$ cat src/hdl/jfhs_pkg.sv
`default_nettype none

package jfhs_pkg;

    // Parse phase codes, one per byte position in the header walk.
    localparam logic [3:0] PH_SOI0   = 4'd0;
    localparam logic [3:0] PH_SOI1   = 4'd1;
    localparam logic [3:0] PH_PREFIX = 4'd2;
    localparam logic [3:0] PH_MARKER = 4'd3;
    localparam logic [3:0] PH_LENHI  = 4'd4;
    localparam logic [3:0] PH_LENLO  = 4'd5;
    localparam logic [3:0] PH_PREC   = 4'd6;
    localparam logic [3:0] PH_HHI    = 4'd7;
    localparam logic [3:0] PH_HLO    = 4'd8;
    localparam logic [3:0] PH_WHI    = 4'd9;
    localparam logic [3:0] PH_WLO    = 4'd10;
    localparam logic [3:0] PH_COMP   = 4'd11;
    localparam logic [3:0] PH_SKIP   = 4'd12;
    localparam logic [3:0] PH_STOP   = 4'd13;

    // Marker and start-of-image byte values.
    localparam logic [7:0] BYTE_PREFIX   = 8'hFF;
    localparam logic [7:0] BYTE_SOI      = 8'hD8;
    localparam logic [7:0] MARKER_SOF0   = 8'hC0;
    localparam logic [7:0] MARKER_SOF2   = 8'hC2;
    localparam logic [15:0] LEN_FIELD_SZ = 16'd2;

    // Component counts and the format codes they map to.
    localparam logic [7:0] COMP_GREY = 8'd1;
    localparam logic [7:0] COMP_RGB  = 8'd3;
    localparam logic [1:0] FMT_UNKNOWN = 2'd0;
    localparam logic [1:0] FMT_GREY8   = 2'd1;
    localparam logic [1:0] FMT_RGB8    = 2'd2;

    typedef struct packed {
        logic        found;
        logic [15:0] height;
        logic [15:0] width;
        logic [1:0]  fmt;
    } t_result;

    typedef struct packed {
        logic [3:0] phase;
        logic       reported;
    } t_status;

    // Map the component count onto the output format code.
    function automatic logic [1:0] f_pixel_format(input logic [7:0] comps);
        logic [1:0] fmt;
        if (comps == COMP_RGB) begin
            fmt = FMT_RGB8;
        end else if (comps == COMP_GREY) begin
            fmt = FMT_GREY8;
        end else begin
            fmt = FMT_UNKNOWN;
        end
        return fmt;
    endfunction

endpackage

`default_nettype wire

$ cat src/hdl/jfhs_in_stage.sv
`default_nettype none

module jfhs_in_stage (
    input  wire logic       i_clk,
    input  wire logic       i_rst_n,
    input  wire logic       i_valid,
    output logic            o_ready,
    input  wire logic [7:0] i_data_byte,
    input  wire logic       i_end_of_file,
    input  wire logic       i_take,
    output logic            o_valid,
    output logic [7:0]      o_data_byte,
    output logic            o_end_of_file
);
    import jfhs_pkg::*;

    logic       r_valid;
    logic       n_valid;
    logic [7:0] r_byte;
    logic       r_eof;
    logic       w_accept;

    // The register may be refilled in the same cycle its word moves on.
    assign o_ready  = !r_valid || i_take;
    assign w_accept = i_valid && o_ready;

    always_comb begin
        if (w_accept) begin
            n_valid = 1'b1;
        end else if (i_take) begin
            n_valid = 1'b0;
        end else begin
            n_valid = r_valid;
        end
    end

    always_ff @(posedge i_clk) begin
        if (!i_rst_n) begin
            r_valid <= 1'b0;
        end else begin
            r_valid <= n_valid;
        end
    end

    // Payload needs no reset; it is only read while the valid flag is set.
    always_ff @(posedge i_clk) begin
        if (w_accept) begin
            r_byte <= i_data_byte;
            r_eof  <= i_end_of_file;
        end
    end

    assign o_valid       = r_valid;
    assign o_data_byte   = r_byte;
    assign o_end_of_file = r_eof;

endmodule

`default_nettype wire

$ cat src/hdl/jfhs_parser.sv
`default_nettype none

module jfhs_parser (
    input  wire logic       i_clk,
    input  wire logic       i_rst_n,
    input  wire logic       i_step,
    input  wire logic [7:0] i_data_byte,
    input  wire logic       i_end_of_file,
    output logic            o_has_result,
    output jfhs_pkg::t_result o_result,
    output jfhs_pkg::t_status o_status
);
    import jfhs_pkg::*;

    logic [3:0]  r_phase;
    logic [3:0]  n_phase;
    logic [15:0] r_skip;
    logic [15:0] n_skip;
    logic [7:0]  r_length_high;
    logic [7:0]  n_length_high;
    logic [7:0]  r_marker;
    logic [7:0]  n_marker;
    logic [15:0] r_height;
    logic [15:0] n_height;
    logic [15:0] r_width;
    logic [15:0] n_width;
    logic        r_reported;
    logic        n_reported;
    logic [15:0] w_seg_len;
    logic [15:0] w_skip_dec;
    logic        w_has;
    t_result     w_res;

    assign w_seg_len  = {r_length_high, i_data_byte} - LEN_FIELD_SZ;
    assign w_skip_dec = r_skip - 16'd1;

    // One phase step per word, plus the end-of-stream restart.
    always_comb begin
        n_phase       = r_phase;
        n_skip        = r_skip;
        n_length_high = r_length_high;
        n_marker      = r_marker;
        n_height      = r_height;
        n_width       = r_width;
        n_reported    = r_reported;
        w_has         = 1'b0;
        w_res         = '0;

        case (r_phase)
            PH_SOI0: begin
                n_phase = (i_data_byte == BYTE_PREFIX) ? PH_SOI1 : PH_STOP;
            end
            PH_SOI1: begin
                n_phase = (i_data_byte == BYTE_SOI) ? PH_PREFIX : PH_STOP;
            end
            PH_PREFIX: begin
                n_phase = PH_MARKER;
            end
            PH_MARKER: begin
                n_marker = i_data_byte;
                n_phase  = PH_LENHI;
            end
            PH_LENHI: begin
                n_length_high = i_data_byte;
                n_phase       = PH_LENLO;
            end
            PH_LENLO: begin
                n_skip = w_seg_len;
                if (r_marker == MARKER_SOF0 || r_marker == MARKER_SOF2) begin
                    n_phase = PH_PREC;
                end else if (w_seg_len == 16'd0) begin
                    n_phase = PH_PREFIX;
                end else begin
                    n_phase = PH_SKIP;
                end
            end
            PH_PREC: begin
                n_phase = PH_HHI;
            end
            PH_HHI: begin
                n_height = {i_data_byte, 8'd0};
                n_phase  = PH_HLO;
            end
            PH_HLO: begin
                n_height = {r_height[15:8], i_data_byte};
                n_phase  = PH_WHI;
            end
            PH_WHI: begin
                n_width = {i_data_byte, 8'd0};
                n_phase = PH_WLO;
            end
            PH_WLO: begin
                n_width = {r_width[15:8], i_data_byte};
                n_phase = PH_COMP;
            end
            PH_COMP: begin
                if (!r_reported) begin
                    w_has        = 1'b1;
                    w_res.found  = 1'b1;
                    w_res.height = r_height;
                    w_res.width  = r_width;
                    w_res.fmt    = f_pixel_format(i_data_byte);
                    n_reported   = 1'b1;
                end
                n_phase = PH_STOP;
            end
            PH_SKIP: begin
                n_skip = w_skip_dec;
                if (w_skip_dec == 16'd0) begin
                    n_phase = PH_PREFIX;
                end
            end
            default: begin
                n_phase = PH_STOP;
            end
        endcase

        // The last word of a stream reports not-found if nothing was given,
        // and every register returns to its reset value.
        if (i_end_of_file) begin
            if (!r_reported && !w_has) begin
                w_has = 1'b1;
                w_res = '0;
            end
            n_phase       = PH_SOI0;
            n_skip        = '0;
            n_length_high = '0;
            n_marker      = '0;
            n_height      = '0;
            n_width       = '0;
            n_reported    = 1'b0;
        end
    end

    always_ff @(posedge i_clk) begin
        if (!i_rst_n) begin
            r_phase       <= PH_SOI0;
            r_skip        <= '0;
            r_length_high <= '0;
            r_marker      <= '0;
            r_height      <= '0;
            r_width       <= '0;
            r_reported    <= 1'b0;
        end else if (i_step) begin
            r_phase       <= n_phase;
            r_skip        <= n_skip;
            r_length_high <= n_length_high;
            r_marker      <= n_marker;
            r_height      <= n_height;
            r_width       <= n_width;
            r_reported    <= n_reported;
        end
    end

    assign o_has_result      = w_has;
    assign o_result          = w_res;
    assign o_status.phase    = r_phase;
    assign o_status.reported = r_reported;

endmodule

`default_nettype wire

$ cat src/hdl/jfhs_out_stage.sv
`default_nettype none

module jfhs_out_stage (
    input  wire logic  i_clk,
    input  wire logic  i_rst_n,
    input  wire logic  i_load,
    input  jfhs_pkg::t_result i_result,
    output logic       o_can_take,
    output logic       o_valid,
    input  wire logic  i_ready,
    output jfhs_pkg::t_result o_result
);
    import jfhs_pkg::*;

    logic    r_valid;
    logic    n_valid;
    t_result r_result;

    // A new result may land in the cycle the held one is taken.
    assign o_can_take = !r_valid || i_ready;

    always_comb begin
        if (i_load) begin
            n_valid = 1'b1;
        end else if (i_ready) begin
            n_valid = 1'b0;
        end else begin
            n_valid = r_valid;
        end
    end

    always_ff @(posedge i_clk) begin
        if (!i_rst_n) begin
            r_valid <= 1'b0;
        end else begin
            r_valid <= n_valid;
        end
    end

    always_ff @(posedge i_clk) begin
        if (i_load) begin
            r_result <= i_result;
        end
    end

    assign o_valid  = r_valid;
    assign o_result = r_result;

endmodule

`default_nettype wire

$ cat src/hdl/jpeg_frame_header_scanner.sv
// Channel  | Direction | Handshake                  | Word
// ---------+-----------+----------------------------+----------------------------------------
// input    | in        | i_in_valid / o_in_ready    | i_data_byte, i_end_of_file
// result   | out       | o_out_valid / i_out_ready  | o_found, o_image_height,
//          |           |                            | o_image_width, o_pixel_format
//
// One byte is accepted per clock cycle unless a stalled result backs up the input; a
// result caused by a byte passes the input register, then the result register.
// The phase step and the 16-bit skip counter decrement between those two
// registers form the combinational work done on each byte.
// Reset is synchronous and active low and returns the parser to awaiting FF.
// A stalled result holds the result register and, through it, the input register;
// bytes keep flowing while it is free or being taken in the same cycle.
`default_nettype none

module jpeg_frame_header_scanner (
    input  wire logic        i_clk,
    input  wire logic        i_rst_n,
    input  wire logic        i_in_valid,
    output logic             o_in_ready,
    input  wire logic [7:0]  i_data_byte,
    input  wire logic        i_end_of_file,
    output logic             o_out_valid,
    input  wire logic        i_out_ready,
    output logic             o_found,
    output logic [15:0]      o_image_height,
    output logic [15:0]      o_image_width,
    output logic [1:0]       o_pixel_format
);
    import jfhs_pkg::*;

    logic       w_in_valid;
    logic [7:0] w_in_byte;
    logic       w_in_eof;
    logic       w_step;
    logic       w_can_take;
    logic       w_has_result;
    t_result    w_step_result;
    t_result    w_out_result;
    t_status    w_status;

    // A byte moves through the parser only when a result could be stored.
    assign w_step = w_in_valid && w_can_take;

    jfhs_in_stage u_in_stage (
        .i_clk         (i_clk),
        .i_rst_n       (i_rst_n),
        .i_valid       (i_in_valid),
        .o_ready       (o_in_ready),
        .i_data_byte   (i_data_byte),
        .i_end_of_file (i_end_of_file),
        .i_take        (w_step),
        .o_valid       (w_in_valid),
        .o_data_byte   (w_in_byte),
        .o_end_of_file (w_in_eof)
    );

    jfhs_parser u_parser (
        .i_clk         (i_clk),
        .i_rst_n       (i_rst_n),
        .i_step        (w_step),
        .i_data_byte   (w_in_byte),
        .i_end_of_file (w_in_eof),
        .o_has_result  (w_has_result),
        .o_result      (w_step_result),
        .o_status      (w_status)
    );

    jfhs_out_stage u_out_stage (
        .i_clk      (i_clk),
        .i_rst_n    (i_rst_n),
        .i_load     (w_step && w_has_result),
        .i_result   (w_step_result),
        .o_can_take (w_can_take),
        .o_valid    (o_out_valid),
        .i_ready    (i_out_ready),
        .o_result   (w_out_result)
    );

    assign o_found        = w_out_result.found;
    assign o_image_height = w_out_result.height;
    assign o_image_width  = w_out_result.width;
    assign o_pixel_format = w_out_result.fmt;

    // Once a frame header is reported the parse must have stopped.
    a_report_stops: assert property (@(posedge i_clk) disable iff (!i_rst_n)
        w_status.reported |-> (w_status.phase == PH_STOP))
        else $error("reported flag set outside the stopped phase");

    // The last word of a stream always restarts the parser.
    a_eof_restart: assert property (@(posedge i_clk) disable iff (!i_rst_n)
        (w_step && w_in_eof) |=> (w_status.phase == PH_SOI0 && !w_status.reported))
        else $error("parser not restarted after end of stream");

    // A not-found result carries all-zero fields.
    a_not_found_zero: assert property (@(posedge i_clk) disable iff (!i_rst_n)
        (o_out_valid && !o_found) |->
        (o_image_height == 16'd0 && o_image_width == 16'd0 &&
         o_pixel_format == FMT_UNKNOWN))
        else $error("not-found result with non-zero fields");

    // A found result mid-stream marks the stream as reported.
    a_found_marks: assert property (@(posedge i_clk) disable iff (!i_rst_n)
        (w_step && w_has_result && w_step_result.found && !w_in_eof) |=>
        w_status.reported)
        else $error("frame header given without setting the reported flag");

endmodule

`default_nettype wire

$ cat config.mk
export PLATFORM = sky130hd
export DESIGN_NAME = jpeg_frame_header_scanner
export DESIGN_NICKNAME = d
export VERILOG_FILES = /design/src/hdl/jfhs_pkg.sv /design/src/hdl/jfhs_in_stage.sv /design/src/hdl/jfhs_parser.sv /design/src/hdl/jfhs_out_stage.sv /design/src/hdl/jpeg_frame_header_scanner.sv
export SDC_FILE = /design/constraint.sdc
export NUM_CORES = 1
export LEC_CHECK = 0
export BUFFER_PORTS_ARGS = -buffer_cell sky130_fd_sc_hd__buf_4
export CORE_MARGIN = 2
export CORE_UTILIZATION = 50
export DETAILED_ROUTE_END_ITERATION = 16
export GPL_ROUTABILITY_DRIVEN = 1
export PLACE_DENSITY_LB_ADDON = 0.2
export SKIP_LAST_GASP = 1
export SYNTH_ARGS = -nofsm -noshare
export SYNTH_HDL_FRONTEND = slang
export SYNTH_SLANG_ARGS = --single-unit
$ cat constraint.sdc
create_clock -name i_clk -period 7.1 [get_ports i_clk]
set_input_delay 0.355 -clock i_clk [delete_from_list [all_inputs] [get_ports i_clk]]
set_output_delay 0.355 -clock i_clk [all_outputs]
set_load 0.02 [all_outputs]
==> flow_summary.ini <==
[finish]
drive_above_1_share_pct = 16.4
antenna_cells = 0
layout.nets = 636
areaGrowthSynthToFinish_pct = 17.2

[run]
cap_violations = 0

[clock_network]
cts_max_level = 4
cts_tree = built
postCtsHoldBufs = 0
cts_resized = 0
cts-root-buf = clkbuf_8
cts_made_buffers = 17
cts_setup_buffers = 0
worstSkewPairLatency_ns = 0.51
clk_pin_slew_ns = 0.06
cts_sinks = 114
cts_max_path_buffers = 2

[yosys]
synthTopCellsByCount = dfxtp_1, nor2_1, nand2_1
muxShareOfSynthArea_pct = 1.09
synth_top_cell_by_area = dfxtp_1
netlist_area_um2 = 5510
yosys_warnings = 0
synthSimpleGateAreaFrac_pct = 26.4
synth_top_family_by_area = simple AND/OR/NAND/NOR gates
synthArstFlopShare_pct = 0
synth_fa_ha_area_share_pct = 0.681
yosysSeqAreaShare_pct = 49.4
synth_nets = 607
synth_top_area_share_pct = 25.4
synthCells = 591
synth_area_leaders = dfxtp_1, edfxtp_1, a21oi_1
synth_compound_area_share_pct = 14.7
synth.distinct_cells = 65
synth_area_per_cell_um2 = 9.33
synth_most_common_cell = dfxtp_1
synth_flop_cell = dfxtp_1
synth_xor_xnor_area_share_pct = 3.18
ys_ff_latch = 114
synth_edf_count = 44

[sta]
period_share_pct = 44.8
fin_crit_ns = 3.18
worst_slew_pin_slew_ns = 1.13
hold_viol = 0
whs_ns = 0.0216
fin_skew_ns = 0.00772
final-setup-viol-count = 0
setup-tns-final_ns = 0
fmax_mhz = 315
rsz0062_at_grt = no
slew_headroom_pct = 23.9
final_max_slew_viol_count = 0

[placed_design]
port_buffers = 49
hpwl_um = 8940
gp_congestion = 0.926

[route]
drc_errors = 0
vias = 4513
ant_nets = 0
post_drt_via_cell_ratio = 5.84
first_pass_iters = 5
drt_iter0_drc = 413
routed_wl_um = 13400
post_drt_wl_per_cell_um = 17.4

[die]
io_pins = 50
core_region_area_um2 = 10800
die_x_um = 109
start_util_pct = 51.1
fp.dieH_um = 109
dieArea_um2 = 11900
placementRows = 38

[worst_setup_path]
crit_type = reg -> reg
critical_path_arrival_ns = 3.60
crit_path_max_incr_delay_ns = 0.79
critPathLaunchType = flip-flop
crit_path_end_kind = flip-flop
worstPathRequired_ns = 7.53
crit_fanout = 20
path_cells = nand4bb_1 > a311o_1 > nor2_1 > o211ai_1 > a21oi_1
slowest_stage = a311o_1

[power]
leakage_nw = 2.36
vdd_drop_max_mv = 0.144
p_per_area_nw_per_um2 = 255

[outcome]
status = finished, final reports clean

[grt]
grt_overflow = 0
antenna_found_initial = 0
grt_pass1_wl_um = 21600
grt_use_total_pct = 23.9
grt_max_degree = 65
grt_pass1_vias = 4169

[hold_path]
hp-class = in -> reg
## path summary, 6_finish.rpt
check | start | end | slack, ns | depth (start not counted)
max | u_parser.r_phase[2] | u_parser.r_skip[2] | 3.92 | 5
max reg2reg | u_parser.r_phase[2] | u_parser.r_skip[2] | 3.92 | 5
min reg2reg | u_parser.r_width[15] | u_parser.r_width[15] | 0.44 | 2
min | i_data_byte[0] | u_in_stage.o_data_byte[0] | 0.02 | 1
## kinds of logic (layout without fill, tap and decap cells)
kind of cell,after synthesis,count (layout)
compound gates,126,126
simple gates,271,271
mux,6,6
xor+xnor,20,20
buf+inv,51,93
fa+ha+maj,3,3
flops,114,114
## routing by layer
layer  wire length [um]  part of all wire [%]  vias to the layer above  GRT usage (%)
li1                   -                     -                     2182              -
met1               6090                    45                     2131           33.1
met2               6250                    46                      178           36.6
met3                814                   6.1                       22           5.02
met4                297                   2.2                        0           9.43
met5                  0                     0                        -              0
## critical path, delay by kind of cell (launching register included)
family           cells  cell delay [ns]
AO/OA/AOI/OAI        3             1.18
flip-flops           1             0.63
AND/OR/NAND/NOR      2             1.27
## layout make-up
cell class / instances / area (um^2)
clock buffers: 17 / 414
clock inverters: 15 / 174
fillers: 908 / 4330
inverters: 8 / 30.0
multi-input cells: 426 / 2550
flip-flops and latches: 114 / 2720
well taps: 140 / 175
repair buffers: 53 / 398
## through the flow
step	cell area, um^2	worst slack [ns]	power, mW	util, %	std cells
floorplan	5510	3.10	0.787	-	591
global placement	5870	4.16	0.814	54.4	741
detailed placement	5870	4.03	0.817	54.4	741
CTS	6460	3.99	1.65	59.9	773
global route	6460	3.76	1.70	59.9	773
finish	6460	3.92	1.65	59.9	773
## layout by cell type, fill, tap and decap left out, drive strengths merged, types with 5 or more instances in the layout
| master | n |
|---|---|
| a22oi | 24 |
| xor2 | 11 |
| mux2i | 6 |
| clkbuf | 17 |
| nand3 | 37 |
| xnor2 | 9 |
| nor4 | 10 |
| and2 | 33 |
| nand2 | 54 |
| or3 | 9 |
| dfxtp | 70 |
| edfxtp | 44 |
| nand4 | 7 |
| nand2b | 9 |
| nor2b | 13 |
| buf | 53 |
| o211ai | 8 |
| nor2 | 58 |
| a21oi | 45 |
| clkinv | 5 |
| and3 | 5 |
| o21ai | 25 |
| nor3 | 14 |
| inv | 15 |
## sequential cells by signal (all words and copies together), names as in the netlist
| signal | flops |
|---|---|
| u_out_stage.o_result | 35 |
| u_parser.r_height | 16 |
| u_parser.r_skip | 16 |
| u_parser.r_width | 16 |
| u_in_stage.o_data_byte | 8 |
| u_parser.r_length_high | 8 |
| u_parser.r_marker | 7 |
| u_parser.r_phase | 4 |
| u_in_stage.o_end_of_file | 1 |
| u_in_stage.o_valid | 1 |
| u_out_stage.o_valid | 1 |
| u_parser.r_reported | 1 |
## where the power goes
| group | leakage [nW] | internal, mW | switching [mW] |
|---|---|---|---|
| registers | 0.999 | 0.689 | 0.0208 |
| clock network | 0.288 | 0.510 | 0.331 |
| logic | 1.07 | 0.0356 | 0.0594 |
| total | 2.36 | 1.23 | 0.412 |
Power figures use the tool's default switching activity.
